## src/hdl/asd_pkg.sv

```systemverilog
// Shared types and constants for the audio silence span detector.
// No dependencies; imported by every module of the block.
`default_nettype none

package asd_pkg;

	// Full scale in unsigned Q1.31
	localparam logic [31:0] FULL_SCALE    = 32'h8000_0000;
	localparam logic [31:0] THRESH_RESET  = 32'd2147484;
	localparam int          OUT_CNT_BITS  = 40;

	// Input transaction kinds carried on tuser
	typedef enum logic [1:0] {
		ACT_SAMPLE = 2'd0,
		ACT_REPORT = 2'd1,
		ACT_ABORT  = 2'd2
	} action_t;

	// Sample formats; codes above FMT_U8 are unreadable
	typedef enum logic [2:0] {
		FMT_F32 = 3'd0,
		FMT_I16 = 3'd1,
		FMT_I32 = 3'd2,
		FMT_U8  = 3'd3
	} format_t;

	typedef enum logic [1:0] {
		ST_CONTENT = 2'd0,
		ST_SILENT  = 2'd1,
		ST_BADFMT  = 2'd2,
		ST_EMPTY   = 2'd3
	} status_t;

	// Configuration register indexes
	localparam logic REG_THRESHOLD = 1'b0;
	localparam logic REG_FORMAT    = 1'b1;

	// One end-of-stream report
	typedef struct packed {
		logic [OUT_CNT_BITS-1:0] trailing;
		logic [OUT_CNT_BITS-1:0] leading;
		logic [OUT_CNT_BITS-1:0] total;
		status_t                 status;
	} result_t;

	// Magnitude of one sample and whether the format was readable
	typedef struct packed {
		logic        fmt_ok;
		logic [31:0] mag;
	} mag_t;

endpackage

`default_nettype wire

```

## src/hdl/asd_cfg.sv

```systemverilog
// APB-style register file: loudness threshold and sample format.
// Depends on asd_pkg for register indexes and reset values.
`default_nettype none

module asd_cfg
	import asd_pkg::*;
(
	input  wire logic        clk,
	input  wire logic        arst_n,
	input  wire logic        psel,
	input  wire logic        penable,
	input  wire logic        pwrite,
	input  wire logic [2:0]  paddr,
	input  wire logic [31:0] pwdata,
	output logic [31:0]      prdata,
	output logic             pready,
	output logic [31:0]      threshold,
	output logic [2:0]       sample_format
);

	logic [31:0] thresh_q;
	logic [2:0]  fmt_q;
	logic        wr_en;

	assign pready = 1'b1;
	assign wr_en  = psel & penable & pwrite & pready;

	// Write on the access phase; register index is the word address
	always_ff @(posedge clk or negedge arst_n) begin
		if (!arst_n) begin
			thresh_q <= THRESH_RESET;
			fmt_q    <= FMT_F32;
		end else if (wr_en) begin
			if (paddr[2] == REG_THRESHOLD) begin
				thresh_q <= pwdata;
			end else begin
				fmt_q <= pwdata[2:0];
			end
		end
	end

	// Read back
	assign prdata        = (paddr[2] == REG_FORMAT) ? {29'd0, fmt_q} : thresh_q;
	assign threshold     = thresh_q;
	assign sample_format = fmt_q;

endmodule

`default_nettype wire

```

## src/hdl/asd_mag.sv

```systemverilog
// Sample-to-magnitude conversion into unsigned Q1.31 for all four formats.
// Depends on asd_pkg for format codes and the magnitude struct.
`default_nettype none

module asd_mag
	import asd_pkg::*;
(
	input  wire logic [31:0] sample_bits,
	input  wire logic [2:0]  sample_format,
	output mag_t             mag
);

	logic [31:0] f32_mag;

	// Float: saturate at 1.0, NaN and subnormals give zero
	always_comb begin
		logic [7:0]  e;
		logic [22:0] m;
		logic [31:0] man;
		logic [7:0]  lsh;
		logic [7:0]  rsh;
		e   = sample_bits[30:23];
		m   = sample_bits[22:0];
		man = {8'd0, 1'b1, m};
		lsh = 8'(e - 8'd119);
		rsh = 8'(8'd119 - e);
		if (e == 8'hFF) begin
			f32_mag = (m != 23'd0) ? 32'd0 : FULL_SCALE;
		end else if (e >= 8'd127) begin
			f32_mag = FULL_SCALE;
		end else if (e == 8'd0) begin
			f32_mag = 32'd0;
		end else if (e >= 8'd119) begin
			f32_mag = man << lsh[2:0];
		end else if (rsh >= 8'd32) begin
			f32_mag = 32'd0;
		end else begin
			f32_mag = man >> rsh[4:0];
		end
	end

	// Select by format; absolute values of the integer formats
	always_comb begin
		logic [15:0] v16;
		logic [7:0]  v8;
		v16        = sample_bits[15:0];
		v8         = sample_bits[7:0];
		mag.fmt_ok = 1'b1;
		case (sample_format)
			FMT_F32: mag.mag = f32_mag;
			FMT_I16: mag.mag = {(v16[15] ? 16'(16'd0 - v16) : v16), 16'd0};
			FMT_I32: mag.mag = sample_bits[31] ? 32'(32'd0 - sample_bits) : sample_bits;
			FMT_U8:  mag.mag = {(v8[7] ? 8'(v8 - 8'd128) : 8'(8'd128 - v8)), 24'd0};
			default: begin
				mag.mag    = 32'd0;
				mag.fmt_ok = 1'b0;
			end
		endcase
	end

endmodule

`default_nettype wire

```

## src/hdl/asd_track.sv

```systemverilog
// Frame peak, loud-frame tracking and frame counter; builds the report.
// Depends on asd_pkg for action codes, status codes and the result struct.
`default_nettype none

module asd_track
	import asd_pkg::*;
#(
	parameter int W = 40
) (
	input  wire logic        clk,
	input  wire logic        arst_n,
	input  wire logic        step,
	input  wire logic [1:0]  action,
	input  wire logic        last_in_frame,
	input  wire mag_t        mag,
	input  wire logic [31:0] threshold,
	output result_t          result
);

	localparam int XW = (W > OUT_CNT_BITS) ? W : OUT_CNT_BITS;
	localparam logic [OUT_CNT_BITS-1:0] OUT_MAX = '1;
	localparam logic [W-1:0] CNT_MAX = '1;

	logic [W-1:0] frame_count_q;
	logic [W-1:0] first_loud_q;
	logic [W-1:0] last_loud_q;
	logic         loud_seen_q;
	logic [31:0]  peak_q;
	logic         fmt_err_q;

	logic [31:0]  peak_new;
	logic         loud;
	logic         sample_en;
	logic         clear_en;

	function automatic logic [OUT_CNT_BITS-1:0] sat_out(input logic [W-1:0] v);
		logic [XW-1:0] ext;
		ext = XW'(v);
		return (ext > XW'(OUT_MAX)) ? OUT_MAX : ext[OUT_CNT_BITS-1:0];
	endfunction

	assign peak_new  = (mag.mag > peak_q) ? mag.mag : peak_q;
	assign loud      = peak_new > threshold;
	assign sample_en = step && (action_t'(action) == ACT_SAMPLE) && !fmt_err_q;
	assign clear_en  = step && ((action_t'(action) == ACT_REPORT) ||
		(action_t'(action) == ACT_ABORT));

	// Advance per sample; clear everything on report or abort
	always_ff @(posedge clk or negedge arst_n) begin
		if (!arst_n) begin
			frame_count_q <= '0;
			first_loud_q  <= '0;
			last_loud_q   <= '0;
			loud_seen_q   <= 1'b0;
			peak_q        <= '0;
			fmt_err_q     <= 1'b0;
		end else if (clear_en) begin
			frame_count_q <= '0;
			first_loud_q  <= '0;
			last_loud_q   <= '0;
			loud_seen_q   <= 1'b0;
			peak_q        <= '0;
			fmt_err_q     <= 1'b0;
		end else if (sample_en) begin
			if (!mag.fmt_ok) begin
				fmt_err_q <= 1'b1;
			end else if (last_in_frame) begin
				if (loud) begin
					if (!loud_seen_q) begin
						first_loud_q <= frame_count_q;
						loud_seen_q  <= 1'b1;
					end
					last_loud_q <= frame_count_q;
				end
				if (frame_count_q != CNT_MAX) begin
					frame_count_q <= W'(frame_count_q + 1'b1);
				end
				peak_q <= '0;
			end else begin
				peak_q <= peak_new;
			end
		end
	end

	// Build the report from the current state
	always_comb begin
		logic [W-1:0] trail;
		trail           = (last_loud_q < frame_count_q) ?
			W'(frame_count_q - last_loud_q - 1'b1) : '0;
		result.total    = '0;
		result.leading  = '0;
		result.trailing = '0;
		if (fmt_err_q) begin
			result.status = ST_BADFMT;
		end else if (frame_count_q == '0) begin
			result.status = ST_EMPTY;
		end else if (!loud_seen_q) begin
			result.status  = ST_SILENT;
			result.total   = sat_out(frame_count_q);
			result.leading = sat_out(frame_count_q);
		end else begin
			result.status   = ST_CONTENT;
			result.total    = sat_out(frame_count_q);
			result.leading  = sat_out(first_loud_q);
			result.trailing = sat_out(trail);
		end
	end

endmodule

`default_nettype wire

```

## src/hdl/audio_silence_span_detector_unit.sv

```systemverilog
// Audio silence span detector: input register, conversion and tracking, result register.
// A report transaction is held in the input register and then loaded into the result register,
// which raises m_tvalid; a full, stalled result register can keep the report waiting in between.
// Throughput: one transaction per cycle; only a report waiting on a full, stalled
// result register holds the input stage.
// Reset: arst_n clears all tracking state, threshold to 2147484 and format to float32.
// Depends on asd_pkg, asd_cfg, asd_mag and asd_track.
`default_nettype none

module audio_silence_span_detector_unit
	import asd_pkg::*;
#(
	parameter int FRAME_COUNT_BITS = 40
) (
	input  wire logic         clk,
	input  wire logic         arst_n,
	// Input stream
	input  wire logic         s_tvalid,
	output logic              s_tready,
	input  wire logic [31:0]  s_tdata,   // [31:0] sample_bits
	input  wire logic [1:0]   s_tuser,   // [1:0] action
	input  wire logic         s_tlast,   // last_in_frame
	// Result stream
	output logic              m_tvalid,
	input  wire logic         m_tready,
	output logic [127:0]      m_tdata,   // [1:0] status, [41:2] total_frames,
	                                     // [81:42] leading_silence_frames,
	                                     // [121:82] trailing_silence_frames, zero pad
	// Configuration
	input  wire logic         psel,
	input  wire logic         penable,
	input  wire logic         pwrite,
	input  wire logic [2:0]   paddr,
	input  wire logic [31:0]  pwdata,
	output logic [31:0]       prdata,
	output logic              pready
);

	logic        valid_s1;
	logic [1:0]  action_s1;
	logic [31:0] bits_s1;
	logic        last_s1;

	logic        out_valid_q;
	result_t     out_data_q;

	logic [31:0] threshold;
	logic [2:0]  sample_format;
	mag_t        mag;
	result_t     result;
	logic        is_report;
	logic        advance;
	logic        load_out;

	asd_cfg u_cfg (
		.clk           (clk),
		.arst_n        (arst_n),
		.psel          (psel),
		.penable       (penable),
		.pwrite        (pwrite),
		.paddr         (paddr),
		.pwdata        (pwdata),
		.prdata        (prdata),
		.pready        (pready),
		.threshold     (threshold),
		.sample_format (sample_format)
	);

	asd_mag u_mag (
		.sample_bits   (bits_s1),
		.sample_format (sample_format),
		.mag           (mag)
	);

	asd_track #(
		.W (FRAME_COUNT_BITS)
	) u_track (
		.clk           (clk),
		.arst_n        (arst_n),
		.step          (advance),
		.action        (action_s1),
		.last_in_frame (last_s1),
		.mag           (mag),
		.threshold     (threshold),
		.result        (result)
	);

	// Stall only a report that would overwrite an untaken result
	assign is_report = action_t'(action_s1) == ACT_REPORT;
	assign advance   = valid_s1 && !(is_report && out_valid_q && !m_tready);
	assign load_out  = advance && is_report;
	assign s_tready  = !valid_s1 || advance;

	// Input register
	always_ff @(posedge clk or negedge arst_n) begin
		if (!arst_n) begin
			valid_s1 <= 1'b0;
		end else if (s_tready) begin
			valid_s1 <= s_tvalid;
		end
	end

	always_ff @(posedge clk) begin
		if (s_tready && s_tvalid) begin
			action_s1 <= s_tuser;
			bits_s1   <= s_tdata;
			last_s1   <= s_tlast;
		end
	end

	// Result register
	always_ff @(posedge clk or negedge arst_n) begin
		if (!arst_n) begin
			out_valid_q <= 1'b0;
		end else if (load_out) begin
			out_valid_q <= 1'b1;
		end else if (m_tready) begin
			out_valid_q <= 1'b0;
		end
	end

	always_ff @(posedge clk) begin
		if (load_out) begin
			out_data_q <= result;
		end
	end

	assign m_tvalid = out_valid_q;
	assign m_tdata  = {6'd0, out_data_q.trailing, out_data_q.leading,
		out_data_q.total, out_data_q.status};

endmodule

`default_nettype wire
```

## config.mk

```make
export PLATFORM = sky130hd
export DESIGN_NAME = audio_silence_span_detector_unit
export DESIGN_NICKNAME = d
export VERILOG_FILES = /design/src/hdl/asd_pkg.sv /design/src/hdl/asd_cfg.sv /design/src/hdl/asd_mag.sv /design/src/hdl/asd_track.sv /design/src/hdl/audio_silence_span_detector_unit.sv
export SDC_FILE = /design/constraint.sdc
export NUM_CORES = 1
export LEC_CHECK = 0
export BUFFER_PORTS_ARGS = -buffer_cell sky130_fd_sc_hd__buf_4
export CORE_MARGIN = 2
export CORE_UTILIZATION = 55
export DETAILED_ROUTE_END_ITERATION = 12
export GPL_TIMING_DRIVEN = 0
export PLACE_DENSITY = 0.84
export RECOVER_POWER = 25
export SLEW_MARGIN = 20
export SYNTH_ARGS = -nofsm -noshare
export SYNTH_HDL_FRONTEND = slang
export SYNTH_HIERARCHICAL = 1
export SYNTH_SLANG_ARGS = --single-unit
```

## constraint.sdc

```tcl
create_clock -name clk -period 6.6 [get_ports clk]
set_clock_uncertainty 0.15 [all_clocks]
set_input_delay 0.66 -clock clk [delete_from_list [all_inputs] [get_ports clk]]
set_output_delay 0.66 -clock clk [all_outputs]
set_load 0.02 [all_outputs]
```

=== Word level (Yosys, flattened, before mapping) ===
Index checks and enable logic that the tools add are counted.

* Flip-flop bits (word level): 348
* Logic and storage cells: 135

* $add $sub $neg: 9
* $lt $le $gt $ge: 9
* Equal/unequal tests: 9
* Shift operators: 2
* Mux-type cells: 49
* Bitwise logic cells: 4
* Reductions and logical operators: 35

{| class="wikitable"
|+ Operator list
! kind !! number
|-
| $mux 40 || 20
|-
| $mux 32 || 13
|-
| $pmux 32 s4 || 1
|-
| $gt 40x40->1 const B || 3
|-
| $mux 82 || 1
|-
| $gt 32x32->1 || 2
|-
| $add 40x1->40 const B || 1
|-
| $logic_not 40->1 || 1
|-
| $lt 40x40->1 || 1
|-
| $ne 40x40->1 const B || 1
|-
| $sub 40x1->40 const B || 1
|-
| $sub 40x40->40 || 1
|-
| $shl 24x3->32 || 1
|-
| $shr 24x5->32 || 1
|-
| $sub 1x32->32 const A || 1
|-
| $reduce_bool 23->1 || 1
|-
| $ge 8x7->1 const B || 2
|-
| $mux 16 || 1
|-
| $sub 1x16->16 const A || 1
|-
| $mux 1 || 12
|-
| $reduce_bool 2->1 || 6
|-
| $eq 8x8->1 const B || 1
|-
| $ge 8x6->1 const B || 1
|-
| $logic_and 1x1->1 || 8
|-
| other kinds (23) || 35
|}

=== Longest topological paths before layout ===
Gate-level depths: netlist of the first run.

* Word-level depth: 16
* Depth in mapped cells: 34
* Depth with buffers taken out: 29

=== Modules after synthesis ===
Netlist of the first run, hierarchy kept.

{| class="wikitable"
|+ Modules (own cells, without submodules)
! module !! times used !! cells an instance !! area each (µm²)
|-
| asd_track || 1 || 1463 || 12489.5
|-
| audio_silence_span_detector_unit || 1 || 176 || 4894.7
|-
| asd_mag || 1 || 568 || 3905.0
|-
| asd_cfg || 1 || 112 || 1694.1
|}

=== Least setup slack after synthesis of the first run ===
Ideal clock, no wire load.

* Path kind: reg-to-reg
* From: reg bits_s1[23]
* To: reg u_track.first_loud_q[0]
* Arrival: 6.576 ns
* Slack: -0.251 ns
* Cell stages (with the launch flop): 32
* Path buffers: 6
* Clock period less this slack: 6.851 ns
* Cell sequence: edfxtp_1 > buf_4 > clkinv_1 > buf_1 > ha_1 > clkbuf_1 > buf_2 > mux2i_1 > mux2i_1 > mux2i_1 > o22ai_1 > a21oi_1 > o21ai_0 > ha_1 > a21o_1 > a21o_1 > a21oi_1 > o21a_1 > o221ai_1 > a21oi_1 > nor2_1 > clkbuf_1 > o21ai_0 > ha_1 > nand4_1 > or3_1 > o221a_2 > o21ai_1 > o41ai_1 > nor3_1 > buf_2 > mux2_2

{| class="wikitable"
|+ RTL lines
! element !! line !! text
|-
| start, declared || audio_silence_span_detector_unit.sv:41 || <nowiki>logic [31:0] bits_s1;</nowiki>
|-
| start signal, assigned || audio_silence_span_detector_unit.sv:106 || <nowiki>bits_s1 <= s_tdata;</nowiki>
|-
| end signal, assigned || asd_track.sv:70 || <nowiki>first_loud_q <= frame_count_q;</nowiki>
|-
| end, declared || asd_track.sv:25 || <nowiki>logic [W-1:0] first_loud_q;</nowiki>
|}

==> results of run 1 <==
## logic make-up (layout without fill, tap and decap cells)
family | after synthesis | in the layout | synth area share (%)
simple gates | 670 | 670 | 13.93
other cells | 2 | 7 | 0.03268
xor+xnor | 112 | 112 | 4.268
mux | 262 | 262 | 13.20
compound gates | 449 | 449 | 12.99
buf+inv | 319 | 699 | 5.645
flops | 348 | 348 | 41.35
fa+ha+maj | 157 | 157 | 8.580
## cell usage in the layout (no fill, tap or decap), types with 15 or more instances in the layout
cell / count
o21a_1: 15
nand3_1: 44
nand4_1: 44
o21ai_1: 23
clkbuf_4: 41
nor3_1: 24
xor2_1: 35
mux2_4: 78
mux2i_1: 111
a21o_1: 60
nand2_1: 132
nor2_1: 266
nor2b_1: 44
edfxtp_1: 157
clkbuf_16: 45
xnor2_1: 76
ha_1: 154
dfrtp_1: 183
mux2_2: 29
inv_1: 166
a22o_1: 33
buf_4: 262
clkbuf_1: 96
o21ai_0: 82
a21oi_1: 93
mux2_1: 28
## Yosys cell counts, drive strengths merged (4+ instances only)
cell / count
a31oi: 10
o211ai: 7
or3: 12
and2: 11
nor4: 16
a22o: 33
and3: 13
o31ai: 14
a211o: 4
xor2: 35
o21bai: 8
and4: 5
nand3: 44
dfstp: 8
o41ai: 5
ha: 156
o221ai: 12
a21o: 60
nor4b: 5
xnor2: 77
o21ai: 116
a21oi: 102
nor3: 32
clkbuf: 102
a22oi: 6
mux2i: 117
nand3b: 5
mux4: 10
o22ai: 12
nor2b: 44
nand2b: 12
dfrtp: 183
edfxtp: 157
mux2: 135
or2: 4
nand2: 136
nand4: 44
o21a: 15
a221oi: 5
inv: 171
nor2: 275
a211oi: 11
buf: 43
## layout make-up
| cell class | count | area, sq um |
|---|---|---|
| multi-input combinational | 1657 | 12820 |
| timing repair buffer | 314 | 2581 |
| fill | 2971 | 12680 |
| buffer | 139 | 840.8 |
| sequential | 348 | 9504 |
| inverter | 174 | 658.1 |
| clock inverter | 17 | 176.4 |
| tap | 532 | 665.6 |
| clock buffer | 55 | 1087 |
## timing repair
action | 4_1_cts | 5_1_grt
pin swaps | 37 | 23
setup buffers | 50 | 27
resized for setup | 213 | 81
hold buffers | 1 | 0
endpoints found under the setup margin | 91 | 81
cloned | 3 | 5
hold endpoints to repair | 10 | 0
## path summary, 6_finish.rpt
path,end,slack (ns),cells after the start
max reg2reg,u_track/last_loud_q[14],-0.38,30
min,bits_s1[3],0.12,1
max in group asynchronous,u_track/last_loud_q[12],0.64,3
min reg2reg,u_track/first_loud_q[31],0.36,1
min in group asynchronous,u_cfg/threshold[31],0.44,2
max,u_track/last_loud_q[14],-0.38,30
## metal layers
metal / vias to the layer above / wire (microns) / GRT usage, %
met5: - / 0 / 0
met4: 0 / 5789 / 20.89
met3: 405 / 6965 / 6.958
met2: 1331 / 37700 / 58.59
met1: 9932 / 28940 / 42.40
li1: 8905 / - / -
## worst register-to-register path: cells and delay by family, from the launching register on
kind | cells | cell delay, ns
compound gates | 14 | 2.77
fa+ha+maj | 2 | 0.64
buf+inv | 7 | 1.36
flops | 1 | 0.42
mux | 1 | 0.30
simple gates | 6 | 1.23
## stage by stage
stage          setup TNS [ns]  total power [uW]  hold slack (ns)  cell area (sq um)  cells
6_report               -26.43              8792           0.1190              28330   3236
5_1_grt                -72.49              9144           0.1047              28330   3236
4_1_cts                -10.91              8501          0.08326              28050   3214
3_5_place_dp          -182.40              5874           0.3179              25580   3094
3_3_place_gp          -336.43              5774           0.3384              25400   3086
2_1_floorplan               0              4880           0.2144              23010   2324
## flip-flops by register name, indices dropped and copies added, names as in the netlist, 2 cells and up
| register | cells |
|---|---|
| m_tdata | 122 |
| u_track/first_loud_q | 40 |
| u_track/frame_count_q | 40 |
| u_track/last_loud_q | 40 |
| bits_s1 | 32 |
| u_cfg/threshold | 32 |
| u_track/peak_q | 32 |
| u_cfg/sample_format | 3 |
| action_s1 | 2 |
## power by group
part | leakage (uW) | total [uW] | internal, uW | switching, uW
Sequential | 0.00405 | 2650 | 2500 | 153
Combinational | 0.00807 | 3980 | 1670 | 2310
Clock | 0.000610 | 2160 | 1240 | 922
==> impl_results.md, run 1 <==
* Status: finished, violations left
* Violated checks: max-capacitance violations, max-slew violations, negative setup slack
* CTS buffer count at 39
* Main synth FF type: dfrtp_1
* Die Wd at 208.4 microns
* Startpoint Class: flip-flop
* I/O Buffers at 230
* Place WS at -2.458 ns
* Period utilization at 105.7%
* Mapped Cells at 2319
* Final hold viol count at 0
* H-tree lvl count at 2
* Via/cell ratio at 6.358
* Critical path required time at 6.90 ns
* Residual DRC at 0
* Largest net degree at the start of global routing at 94
* Diode count at 0
* Rel. slew slack at -235.2%
* Global-route wire length before repair at 118100 microns
* Max VDD drop at 226.7 uV
* GP Congestion at 0.9855
* Core Box Area at 41020 sq um
* Share of cells above drive strength 1 at 23.71%
* P per Cell Area at 310.3 nW/um^2
* Final setup violation count at 81
* CP bufs+invs at 7
* Area grow syn2layout at 23.27%
* CP startpoint: bits_s1[24]
* Hold Crit Class: input pin to flip-flop
* Vias at 20.57k
* CP Max Fanout at 10
* Synth Register Bits at 348
* Synth top area share at 20.51%
* Setup ws final at -0.3755 ns
* Cell variety after synth at 91
* Clock-pin transition on the worst setup and hold timing paths at 0.06 ns
* Core Util, Final at 69.07%
* Fin. max-slew vios at 90
* Site row count at 74
* Avg Cell Area, Syn at 9.911 sq um
* Max-cap viol count at 1
* Tightest Pin Transition at 5.028 ns
* Initial DRC count at 2137
* CP Data Arrival Time at 7.27 ns
* Async set-reset flop share out of synthesis at 54.89%
* Post-Syn Area at 22980 sq um
* I/O pin count at 240
* # clock sinks at 348
* Hold_sp: s_tdata[3]
* Largest buffer count on any clock path at 3
* Family with the most delay on the worst path: compound AO/OA/AOI/OAI gates
* Drt pass-1 iters at 8
* Sequential share of the synthesized area at 41.35%
* Remaining Overflow, GRT at 0
* CP Capture Type: flip-flop
* Final wirelength at 79390 microns
* Antenna violations before repair at 0
* Clock Latency Late Sink at 0.59 ns
* Post-synth EDFFs at 157
* Synth top area cells: edfxtp_1 21%, dfrtp_1 20%, ha_1 8.5%, mux2i_1 5.1%, mux2_2 4.9%
* Antenna-violating nets left at 0
* Vias in the first global route at 20.53k
* Max Fclk at 143.4 MHz
* Dpl hpwl at 54450 microns
* Tot GR Track Use at 35.17%
* Synth area leader: edfxtp_1
* Pleak at 0.01273 uW
* Crit-path max cell delay at 0.42 ns
* NumNets Final at 2907
* Critical Path Slowest Stage Cell: edfxtp_1
* Syn. warnings at 6
* Die ar. at 43440 sq um
* CP Class: flip-flop to flip-flop
* Final worst path period need at 6.975 ns
* Unrepaired setup endpoints after global routing: true
* Reg-to-Reg Start: bits_s1[24]
* Root buffer cell: clkbuf_16
* Per-cell routed wire length at 24.53 microns
* Die Ht at 208.4 microns
* Initial core utilization at 56.03%
* CTS tree: built
No activity file was read; power rests on OpenSTA's default activity.
==> run 2: changes to the inputs <==
GPL_TIMING_DRIVEN = not set   (was 0)
REMOVE_ABC_BUFFERS = 1   (was not set)
SLEW_MARGIN = not set   (was 20)
==> run 2 against run 1 <==
The run still ends with max-capacitance violations, max-slew violations, negative setup slack left. Sequential share of layout area fell by 0.46 points. Routed wire length fell by 8.8%. Global-route usage fell by 4.1 points. Critical path type unchanged. Largest cell class unchanged. Highest routed layer unchanged.
==> impl_results.md, run 2 (synthesis results as in run 1) <==
* Status: finished, violations left
* Violated checks: max-capacitance violations, max-slew violations, negative setup slack
* Vias in the first global route at 19.69k (-4.1%)
* NumNets Final at 2912 (+0.17%)
* Clock Latency Late Sink at 0.58 ns (about the same)
* Initial DRC count at 1999 (-6.5%)
* I/O pin count at 240 (unchanged)
* CP Capture Type: flip-flop
* Antenna violations before repair at 0 (unchanged)
* Vias at 19.95k (-3.0%)
* Root buffer cell: clkbuf_16
* CP Max Fanout at 16 (+6)
* Worst hold slack at 0.1323 ns (+0.01330 ns)
* Critical path required time at 6.91 ns (about the same)
* Final Total Pwr at 8970 uW (+2.0%)
* Setup TNS at -23.99 ns (+2.447 ns)
* Diode count at 0 (unchanged)
* Residual DRC at 0 (unchanged)
* Final worst path period need at 6.962 ns (-0.01311 ns)
* Layout fillers at 2943 (-0.94%)
* Hold Crit Class: input pin to flip-flop
* CP Class: flip-flop to flip-flop
* Initial core utilization at 56.03% (unchanged)
* CP Data Arrival Time at 7.27 ns (about the same)
* Period utilization at 105.5% (-0.20 points)
* Core Util, Final at 70.04% (+0.96 points)
* Remaining Overflow, GRT at 0 (unchanged)
* Share of cells above drive strength 1 at 27.18% (+3.5 points)
* CP bufs+invs at 9 (+2)
* Via/cell ratio at 6.156 (-3.2%)
* Per-cell routed wire length at 22.34 microns (-8.9%)
* Max reg flops at 122 (unchanged)
* Final setup violation count at 81 (unchanged)
* Site row count at 74 (unchanged)
* Family with the most delay on the worst path: compound AO/OA/AOI/OAI gates
* Antenna-violating nets left at 0 (unchanged)
* Area grow syn2layout at 24.99%
* P per Cell Area at 312.2 nW/um^2 (+0.61%)
* H-tree lvl count at 2 (unchanged)
* Commonest non-fill, non-tap cell in the layout: buf_4
* Max Fclk at 143.6 MHz (+0.19%)
* Die Ht at 208.4 microns (unchanged)
* Core Box Area at 41020 sq um (unchanged)
* Unrepaired setup endpoints after global routing: true
* Clock-pin transition on the worst setup and hold timing paths at 0.06 ns (about the same)
* GP Congestion at 1.017 (+3.2%)
* # clock sinks at 348 (unchanged)
* I/O Buffers at 230 (unchanged)
* Startpoint Class: flip-flop
* Max VDD drop at 206.1 uV (-9.1%)
* Drt pass-1 iters at 5 (-3)
* Final hold viol count at 0 (unchanged)
* Crit-path max cell delay at 0.51 ns (+0.09 ns)
* Largest net degree at the start of global routing at 110 (+17%)
* CTS tree: built
* Non-Filler Instances at 3240 (+0.12%)
* Pleak at 0.01314 uW (+3.2%)
* Reg2reg setup slack at -0.36 ns (about the same)
* Max-cap viol count at 3 (+2)
* CTS buffer count at 39 (unchanged)
* CP most frequent cell: buf_4
* Rel. slew slack at -252.5% (-17 points)
* Critical Path Slowest Stage Cell: or4b_4
* # placed instances at 3119 (+0.81%)
* Largest buffer count on any clock path at 3 (unchanged)
* Tightest Pin Transition at 5.287 ns (+0.2594 ns)
* Die ar. at 43440 sq um (unchanged)
* Global-route wire length before repair at 106900 microns (-9.5%)
* Setup ws final at -0.3624 ns (+0.01311 ns)
* Cts hold-fix bufs at 0 (-1)
* Fin. max-slew vios at 178 (+98%)
* Tot GR Track Use at 31.07% (-4.1 points)
* Final wirelength at 72390 microns (-8.8%)
* Most frequent cells in the layout: 352 x buf_4, 269 x nor2_1, 182 x dfrtp_1
* Dpl hpwl at 49020 microns (-10%)
* Die Wd at 208.4 microns (unchanged)
-- run 2: changes by cell type in the layout (fill, tap and decap cells not counted), moves of 7 or more --
cell      before  now
buf_2         10    0
clkbuf_1      96   45
buf_4        262  352
mux2_1        28    8
mux2_2        29   39
clkbuf_2      10    0
o21ai_0       82   90
mux2_4        78   88
clkbuf_4      41   34
-- run 2: layer usage --
| metal | share of wire [%] | GRT usage [%] |
|---|---|---|
| met1 | 39 | 38.34 |
| met2 | 48 | 53.20 |
| met3 | 7.1 | 4.679 |
| met4 | 5.7 | 15.55 |
| met5 | 0 | 0 |
-- run 2: worst reg2reg max path: cells and delay by family (launching register included) --
family / cells / cell delay, ns
AO/OA/AOI/OAI: 10 / 1.68
buffers and inverters: 9 / 1.56
AND/OR/NAND/NOR: 8 / 1.55
multiplexers: 2 / 0.63
XOR/XNOR: 1 / 0.14
flip-flops: 1 / 0.45
adder cells (fa/ha/maj): 3 / 0.70
-- run 2: final cells by class --
| type | instances | area (sq um) | area share, % |
|---|---|---|---|
| Timing Repair Buffer | 458 | 3671 | 12.78 |
| Sequential cell | 348 | 9505 | 33.09 |
| Tap cell | 532 | 665.6 | 2.317 |
| Clock buffer | 53 | 1090 | 3.794 |
| Multi-Input combinational cell | 1657 | 12920 | 44.96 |
| Inverter | 174 | 659.4 | 2.295 |
| Clock inverter | 18 | 220.2 | 0.7665 |
-- run 2: stage by stage --
step	area (sq um)	setup WS, ns
2_1_floorplan	22360	-6.018
3_3_place_gp	26250	-0.3298
3_5_place_dp	26250	-0.3719
4_1_cts	27940	-0.03632
5_1_grt	28730	-0.4208
6_report	28730	-0.3624
-- run 2: report_power, final --
part	switching (uW)	internal, uW
Sequential	146	2500
Combinational	2250	1810
Clock	938	1330
Total	3330	5640
-- run 2: worst paths after layout --
kind | cells after the start | end | startpoint
hold reg to reg | 1 | u_track/peak_q[25] | u_track/peak_q[25]
setup / recovery | 33 | u_track/first_loud_q[36] | bits_s1[1]
max in group asynchronous | 1 | u_track/loud_seen_q | arst_n
hold / removal | 1 | bits_s1[24] | s_tdata[24]
min in group asynchronous | 1 | u_track/first_loud_q[6] | arst_n
setup reg to reg | 33 | u_track/first_loud_q[36] | bits_s1[1]
-- run 2: timing repair --
| action | 4_1_cts | 5_1_grt |
|---|---|---|
| pin swaps | 21 | 34 |
| gates cloned | 2 | 7 |
| setup buffers | 16 | 27 |
| endpoints found under the setup margin | 81 | 81 |
| gates resized for setup | 41 | 158 |
